### src/lsd_pkg.sv
`timescale 1ns / 1ps
`default_nettype none
package lsd_pkg;

	localparam int unsigned NumLanes   = 8;
	localparam int unsigned SampleW    = 8;
	localparam int unsigned SpeedW     = 8;
	localparam logic [SpeedW-1:0] SpdTurn = 8'd70;

	typedef enum logic [2:0] {
		MV_STOP  = 3'd0,
		MV_FWD   = 3'd1,
		MV_BACK  = 3'd2,
		MV_RIGHT = 3'd3,
		MV_LEFT  = 3'd4
	} move_t;

	typedef enum logic [1:0] {
		SIDE_NONE = 2'd0,
		SIDE_LOW  = 2'd1,
		SIDE_HIGH = 2'd2
	} side_t;

	typedef struct packed {
		move_t             move;
		logic [SpeedW-1:0] left_speed;
		logic [SpeedW-1:0] right_speed;
	} cmd_t;

	typedef struct packed {
		logic              hit;
		logic              keep;
		move_t             move;
		side_t             side;
		logic [SpeedW-1:0] lspd;
		logic [SpeedW-1:0] rspd;
	} steer_entry_t;

	function automatic steer_entry_t mk(input logic keep, input move_t move, input side_t side,
			input logic [SpeedW-1:0] lspd, input logic [SpeedW-1:0] rspd);
		steer_entry_t e;
		e.hit  = 1'b1;
		e.keep = keep;
		e.move = move;
		e.side = side;
		e.lspd = lspd;
		e.rspd = rspd;
		return e;
	endfunction

	// Steering table: pattern to move, side and speeds; miss means hold.
	function automatic steer_entry_t steer_lookup(input logic [NumLanes-1:0] pat);
		steer_entry_t e;
		e = '{hit: 1'b0, keep: 1'b1, move: MV_STOP, side: SIDE_NONE, lspd: '0, rspd: '0};
		unique case (pat)
			8'h7F: e = mk(1'b0, MV_RIGHT, SIDE_NONE, 8'd70, 8'd70);
			8'h3F: e = mk(1'b0, MV_RIGHT, SIDE_NONE, 8'd70, 8'd70);
			8'h1F: e = mk(1'b0, MV_RIGHT, SIDE_NONE, 8'd70, 8'd70);
			8'h0F: e = mk(1'b0, MV_RIGHT, SIDE_NONE, 8'd70, 8'd70);
			8'h07: e = mk(1'b0, MV_RIGHT, SIDE_LOW, 8'd70, 8'd70);
			8'h01: e = mk(1'b0, MV_RIGHT, SIDE_LOW, 8'd130, 8'd50);
			8'h03: e = mk(1'b0, MV_FWD, SIDE_LOW, 8'd120, 8'd50);
			8'h02: e = mk(1'b1, MV_STOP, SIDE_LOW, 8'd150, 8'd45);
			8'h06: e = mk(1'b1, MV_STOP, SIDE_LOW, 8'd140, 8'd60);
			8'h04: e = mk(1'b0, MV_FWD, SIDE_LOW, 8'd140, 8'd60);
			8'h0C: e = mk(1'b0, MV_FWD, SIDE_LOW, 8'd150, 8'd100);
			8'h08: e = mk(1'b0, MV_FWD, SIDE_NONE, 8'd150, 8'd100);
			8'h18: e = mk(1'b0, MV_FWD, SIDE_NONE, 8'd150, 8'd150);
			8'h10: e = mk(1'b0, MV_FWD, SIDE_NONE, 8'd100, 8'd150);
			8'h30: e = mk(1'b0, MV_FWD, SIDE_NONE, 8'd50, 8'd100);
			8'h20: e = mk(1'b0, MV_FWD, SIDE_HIGH, 8'd60, 8'd130);
			8'h60: e = mk(1'b0, MV_FWD, SIDE_HIGH, 8'd60, 8'd150);
			8'h40: e = mk(1'b0, MV_FWD, SIDE_HIGH, 8'd60, 8'd140);
			8'hC0: e = mk(1'b0, MV_FWD, SIDE_HIGH, 8'd40, 8'd100);
			8'h80: e = mk(1'b0, MV_LEFT, SIDE_HIGH, 8'd40, 8'd100);
			8'hE0: e = mk(1'b0, MV_LEFT, SIDE_HIGH, 8'd70, 8'd70);
			8'hF0: e = mk(1'b0, MV_LEFT, SIDE_HIGH, 8'd70, 8'd70);
			8'hF8: e = mk(1'b0, MV_LEFT, SIDE_NONE, 8'd70, 8'd70);
			8'hFC: e = mk(1'b0, MV_LEFT, SIDE_NONE, 8'd70, 8'd70);
			8'hFE: e = mk(1'b0, MV_LEFT, SIDE_NONE, 8'd70, 8'd70);
			8'hFF: e = mk(1'b0, MV_BACK, SIDE_NONE, 8'd100, 8'd100);
			8'h3C: e = mk(1'b0, MV_FWD, SIDE_NONE, 8'd150, 8'd150);
			8'h78: e = mk(1'b0, MV_RIGHT, SIDE_NONE, 8'd140, 8'd100);
			default: e.hit = 1'b0;
		endcase
		return e;
	endfunction

endpackage
`default_nettype wire

### src/lsd_lane.sv
`timescale 1ns / 1ps
`default_nettype none
module lsd_lane (
	input  wire logic                        clk,
	input  wire logic                        arst_n,
	input  wire logic                        take,
	input  wire logic [lsd_pkg::SampleW-1:0] sample,
	output logic                             hit
);

	logic [lsd_pkg::SampleW-1:0] max_q, min_q;
	logic [lsd_pkg::SampleW-1:0] max_n, min_n, thr;
	logic signed [lsd_pkg::SampleW:0] diff, half;

	always_comb begin
		max_n = max_q;
		min_n = min_q;
		if (sample > max_q) begin
			max_n = sample;
		end else if (sample < min_q) begin
			min_n = sample;
		end
		diff = $signed({1'b0, max_n}) - $signed({1'b0, min_n});
		// halve toward zero
		if (diff[lsd_pkg::SampleW]) begin
			half = (diff + 9'sd1) >>> 1;
		end else begin
			half = diff >>> 1;
		end
		thr = min_n + half[lsd_pkg::SampleW-1:0];
		hit = (sample >= thr);
	end

	always_ff @(posedge clk or negedge arst_n) begin
		if (!arst_n) begin
			max_q <= '0;
			min_q <= '1;
		end else if (take) begin
			max_q <= max_n;
			min_q <= min_n;
		end
	end

endmodule
`default_nettype wire

### src/lsd_steer.sv
`timescale 1ns / 1ps
`default_nettype none
module lsd_steer (
	input  wire logic                         clk,
	input  wire logic                         arst_n,
	input  wire logic                         take,
	input  wire logic [lsd_pkg::NumLanes-1:0] pattern,
	output lsd_pkg::cmd_t                     cmd
);

	lsd_pkg::steer_entry_t ent;
	lsd_pkg::side_t        side_q, side_n;
	lsd_pkg::cmd_t         cmd_q, cmd_n;

	always_comb begin
		ent    = lsd_pkg::steer_lookup(pattern);
		side_n = side_q;
		cmd_n  = cmd_q;
		if (pattern == '0) begin
			// lost the line: turn toward the side it was last seen on
			if (side_q == lsd_pkg::SIDE_LOW) begin
				cmd_n = '{move: lsd_pkg::MV_RIGHT, left_speed: lsd_pkg::SpdTurn,
					right_speed: lsd_pkg::SpdTurn};
			end else if (side_q == lsd_pkg::SIDE_HIGH) begin
				cmd_n = '{move: lsd_pkg::MV_LEFT, left_speed: lsd_pkg::SpdTurn,
					right_speed: lsd_pkg::SpdTurn};
			end
		end else if (ent.hit) begin
			if (!ent.keep) begin
				cmd_n.move = ent.move;
			end
			if (ent.side != lsd_pkg::SIDE_NONE) begin
				side_n = ent.side;
			end
			cmd_n.left_speed  = ent.lspd;
			cmd_n.right_speed = ent.rspd;
		end
	end

	always_ff @(posedge clk or negedge arst_n) begin
		if (!arst_n) begin
			side_q <= lsd_pkg::SIDE_NONE;
			cmd_q  <= '{move: lsd_pkg::MV_STOP, left_speed: '0, right_speed: '0};
		end else if (take) begin
			side_q <= side_n;
			cmd_q  <= cmd_n;
		end
	end

	assign cmd = cmd_q;

endmodule
`default_nettype wire

### src/line_sensor_steering_decoder_unit.sv
`timescale 1ns / 1ps
`default_nettype none
// Line sensor steering decoder.
// Input stream (s_axis_*): one request per scan, eight 8-bit sensor levels in
// s_axis_tdata, channel 0 in the lowest byte. Output stream (m_axis_*): one
// request per scan carrying the binarized line pattern, the drive move and the
// left and right motor speeds.
// Eight lanes each track a channel's running min and max, form the midpoint
// threshold and binarize the sample; the steering stage merges the eight bits
// into a pattern and looks it up in the steering table, holding the command on
// unknown patterns and turning toward the last seen side on an empty one.
// Pipeline: two register stages (lane stage, then the steering stage whose
// register is the output register); an accepted scan is registered in the lane
// stage, then in the steering stage, from which it is offered.
// Throughput: one scan per cycle while the output is not stalled; the lane
// min/max update and the steering state update are each a single registered step.
// Reset: max values clear to 0, min values to 255, last side to none and the
// held command to stopped at 0/0; the pipeline empties.
// Stall: while m_axis_tready is low, the output holds and the lane stage fills;
// input is refused only when both stages are occupied.
module line_sensor_steering_decoder_unit (
	input  wire logic        clk,
	input  wire logic        arst_n,
	input  wire logic        s_axis_tvalid,
	output logic             s_axis_tready,
	input  wire logic [63:0] s_axis_tdata,  // sample_0 .. sample_7, 8 bits each
	output logic             m_axis_tvalid,
	input  wire logic        m_axis_tready,
	output logic [31:0]      m_axis_tdata   // line_pattern[7:0], drive_move[10:8],
	                                        // left_speed[18:11], right_speed[26:19], zero
);

	logic                             valid_s1, valid_s2;
	logic                             adv_s1, adv_s2, take_in;
	logic [lsd_pkg::NumLanes-1:0]     hits;
	logic [lsd_pkg::NumLanes-1:0]     pattern_s1, pattern_s2;
	lsd_pkg::cmd_t                    cmd;

	// advance the output stage when it is empty or being drained
	assign adv_s2        = !valid_s2 || m_axis_tready;
	assign adv_s1        = !valid_s1 || adv_s2;
	assign s_axis_tready = adv_s1;
	assign take_in       = s_axis_tvalid && s_axis_tready;

	// one lane per channel
	for (genvar g = 0; g < lsd_pkg::NumLanes; g++) begin : g_lane
		lsd_lane u_lane (
			.clk    (clk),
			.arst_n (arst_n),
			.take   (take_in),
			.sample (s_axis_tdata[g*lsd_pkg::SampleW +: lsd_pkg::SampleW]),
			.hit    (hits[g])
		);
	end

	// lane stage: hold the assembled pattern
	always_ff @(posedge clk or negedge arst_n) begin
		if (!arst_n) begin
			valid_s1 <= 1'b0;
		end else if (adv_s1) begin
			valid_s1 <= s_axis_tvalid;
		end
	end

	always_ff @(posedge clk) begin
		if (take_in) begin
			pattern_s1 <= hits;
		end
	end

	// steering stage: merge and decode; its held command forms the output payload with the pattern
	lsd_steer u_steer (
		.clk     (clk),
		.arst_n  (arst_n),
		.take    (valid_s1 && adv_s2),
		.pattern (pattern_s1),
		.cmd     (cmd)
	);

	always_ff @(posedge clk or negedge arst_n) begin
		if (!arst_n) begin
			valid_s2 <= 1'b0;
		end else if (adv_s2) begin
			valid_s2 <= valid_s1;
		end
	end

	always_ff @(posedge clk) begin
		if (valid_s1 && adv_s2) begin
			pattern_s2 <= pattern_s1;
		end
	end

	assign m_axis_tvalid = valid_s2;
	assign m_axis_tdata  = {5'd0, cmd.right_speed, cmd.left_speed, cmd.move, pattern_s2};

	// an open output never back-pressures the input
	a_no_stall: assert property (@(posedge clk) disable iff (!arst_n)
		m_axis_tready |-> s_axis_tready)
		else $error("input refused while output drains");

	// an accepted scan reaches the lane stage
	a_fill_s1: assert property (@(posedge clk) disable iff (!arst_n)
		(s_axis_tvalid && s_axis_tready) |=> valid_s1)
		else $error("accepted scan lost");

	// a held scan moves to the output stage when it is free
	a_fill_s2: assert property (@(posedge clk) disable iff (!arst_n)
		(valid_s1 && !valid_s2) |=> valid_s2)
		else $error("lane stage did not advance");

endmodule
`default_nettype wire
### config.mk
export PLATFORM = sky130hd
export DESIGN_NAME = line_sensor_steering_decoder_unit
export DESIGN_NICKNAME = d
export VERILOG_FILES = /design/src/lsd_pkg.sv /design/src/lsd_lane.sv /design/src/lsd_steer.sv /design/src/line_sensor_steering_decoder_unit.sv
export SDC_FILE = /design/constraint.sdc
export NUM_CORES = 1
export LEC_CHECK = 0
export ABC_AREA = 1
export BUFFER_PORTS_ARGS = -buffer_cell sky130_fd_sc_hd__buf_2
export CAP_MARGIN = 20
export CORE_MARGIN = 2
export CORE_UTILIZATION = 45
export DETAILED_ROUTE_END_ITERATION = 7
export SLEW_MARGIN = 20
export SYNTH_ARGS = -nofsm -noshare
export SYNTH_HDL_FRONTEND = slang
export SYNTH_SLANG_ARGS = --single-unit
### constraint.sdc
create_clock -name clk -period 7.6 [get_ports clk]
set_input_delay 0.76 -clock clk [delete_from_list [all_inputs] [get_ports clk]]
set_output_delay 0.76 -clock clk [all_outputs]
set_load 0.03 [all_outputs]
==> flow_summary.toml <==
[timing]
skew_ps = 15.64
max-slew-margin-rel = 0.4223
timing.final.crit_period_ps = 6691
fmax_mhz = 149.5
finalMaxSlewViolations = 0
rsz0062_at_grt = "no"
hold_viol = 0
tns_ps = 0
worst_pin_slew_ps = 866.5
setup_violations = 0
period_share = 0.8804

[critical_path]
rr_worst_depth = 35
worst_ep_required_time_ps = 7820
reg2reg_from = "g_lane[1].u_lane.min_q[1]$_DFFE_PN1P_"
regToRegSetupSlack_ps = 910
cp.arrival_ps = 6910
crit_path_end_kind = "register"
r2r_end = "pattern_s1[1]$_DFFE_PP_"
crit_fanout = 9
slowest_stage = "dfstp_2"
cp-start-kind = "register"
crit_top_cell = "a21oi_1"
critPathKind = "register to register"
max_stage_delay_ps = 530

[grt]
grt_pass1_vias = 16550
grt_start_max_net_pins = 83
grt_first_pass_wirelength_um = 79350
overflow = 0
grt_antenna_before_repair = 1
grt_usage = 0.2184

[status]
status = "finished, final reports clean"

[clocking]
clkLatencyLatePin_ps = 490
cts_buffers = 17
clockRootBuffer = "clkbuf_16"
cts_sinks = 166
ctsHoldBuffers = 0
cts_resized = 0
clk_pin_slew_ps = 60
post_cts_buffers = 0
clockBufferDepth = 2
cts_htree_levels = 4
cts_tree = "yes"

[run]
drv_cap = 0

[finish]
fin_nets = 3206
area_growth_syn_to_layout_pct = 8.594
final_layout_size_suffix_gt1_frac = 0.1194
nFillCells = 4261

[place]
place.gp.congestion = 0.8903
dp_hpwl_um = 37660
port_buffers = 95

[routing]
drc = 0
first_iter_violations = 956
wl_um = 46880
viasPerCell = 5.112
drtPass1Iterations = 7
wire_per_inst_um = 13.84
num_vias = 17310
antenna_left = 0

[die]
die_area_mm2 = 0.04474
start_util = 0.4528
core.rowCount = 76
fp.dieW_um = 211.5
pin_count = 102
core_mm2 = 0.04279
die_y_um = 211.5

[synth]
yosysWarnings = 0
async_reset_ff_frac = 0.9036
syn_inst = 2750
synth.avg_cell_area_um2 = 7.046
ys_ff_latch = 166
dominantRegCellSynth = "dfrtp_1"
yosysSeqAreaShare = 0.2226
synthTopCellsByArea = "ha_1 19%, nand2_1 13%, dfrtp_1 11%"
netlist.area_leader.share = 0.1918
synth.distinct_cells = 59
synth_area_leader_cell = "ha_1"
synth_edf_count = 16
syn_area_mm2 = 0.01938

[min_path]
hp-class = "primary input to asynchronous set/reset pin"
==> worst max-delay path, delay by kind of cell, from the launching register on <==
kind,cells,cell delay [ps]
adders and majority gates,5,1480
AOI/OAI and AO/OA,19,3180
xor gates and xnor gates,3,540
DFF,1,530
and+or+nand+nor,6,600
buffers and inverters,2,120
==> layout by cell type, fill, tap and decap left out, types with 26 or more instances in the layout <==
cell and n:
nand2_1 663, inv_1 423, ha_1 297, o21ai_0 202, a21oi_1 189, nor2_1 168, nand3_1 139, buf_2 94
dfrtp_1 86, xor2_1 66, dfstp_2 64, o21a_1 46, nand2_2 44, xnor2_1 33, nand3_2 26
==> Yosys cell counts, types with 33 or more instances <==
cell type  number
o21ai_0       202
a21oi_1       189
o21a_1         46
nand3_1       139
xor2_1         66
nand2_1       664
xnor2_1        33
dfrtp_1        86
clkbuf_1       39
nand2_2        44
ha_1          297
dfstp_2        64
inv_1         423
nor2_1        168
==> layer usage <==
layer | vias to the layer above | GRT usage | wire length [µm]
met5 | - | 0 | 15
li1 | 9151 | - | -
met1 | 7870 | 0.2862 | 22790
met2 | 240 | 0.3694 | 21520
met3 | 46 | 0.03427 | 1591
met4 | 2 | 0.06654 | 962
==> area by class of cell <==
cell class / instances / area [µm²] / area share
multi-input cells: 2093 / 13180 / 0.6262
flip-flops and latches: 166 / 4314 / 0.2050
inverters: 441 / 1658 / 0.07878
well taps: 546 / 683.2 / 0.03247
repair buffers: 107 / 571.8 / 0.02717
clock buffers: 18 / 429.2 / 0.02039
clock inverters: 14 / 207.7 / 0.009870
diodes: 1 / 2.502 / 0.0001189
==> worst max path at each step <==
stage	start	to	slack (ps)	depth (start not counted)
6_report	g_lane[1].u_lane.min_q[1]$_DFFE_PN1P_	pattern_s1[1]$_DFFE_PP_	910	35
5_1_grt	g_lane[1].u_lane.min_q[1]$_DFFE_PN1P_	pattern_s1[1]$_DFFE_PP_	170	35
4_1_cts	g_lane[1].u_lane.min_q[1]$_DFFE_PN1P_	pattern_s1[1]$_DFFE_PP_	960	35
3_5_place_dp	s_axis_tdata[9]	pattern_s1[1]$_DFFE_PP_	580	36
3_3_place_gp	s_axis_tdata[11]	pattern_s1[1]$_DFFE_PP_	850	36
2_1_floorplan	s_axis_tdata[57]	pattern_s1[7]$_DFFE_PP_	1110	36
==> cell families after synthesis <==
group                      synth area share
AOI/OAI and AO/OA                    0.1583
xor gates and xnor gates            0.04727
adders and majority gates            0.2073
buffers and inverters               0.09918
DFF                                  0.2226
other                             0.0001935
and+or+nand+nor                      0.2652
==> metrics by stage <==
stage / hold slack (ps) / area, µm² / worst slack [ps] / std cells / utilization
floorplan: 453.0 / 19400 / 1112 / 2755 / -
global placement: 463.7 / 20400 / 847.5 / 3353 / 0.4768
detailed placement: 458.2 / 20400 / 582.8 / 3353 / 0.4768
CTS: 147.4 / 21040 / 959.7 / 3385 / 0.4917
global route: 169.8 / 21040 / 172.3 / 3385 / 0.4917
finish: 172.2 / 21040 / 909.1 / 3386 / 0.4918
==> registers in the layout (all words and copies together) (netlist names) <==
name and cells:
g_lane.u_lane.min_q 64, pattern_s2 8, u_steer.side_q 2, m_axis_tvalid 1
u_steer.cmd 18, pattern_s1 8, g_lane.u_lane.max_q 64, valid_s1 1
Power is left out: the tool's default activity adds up to more than one toggle a clock period on the data nets, which glitch-free logic cannot reach.
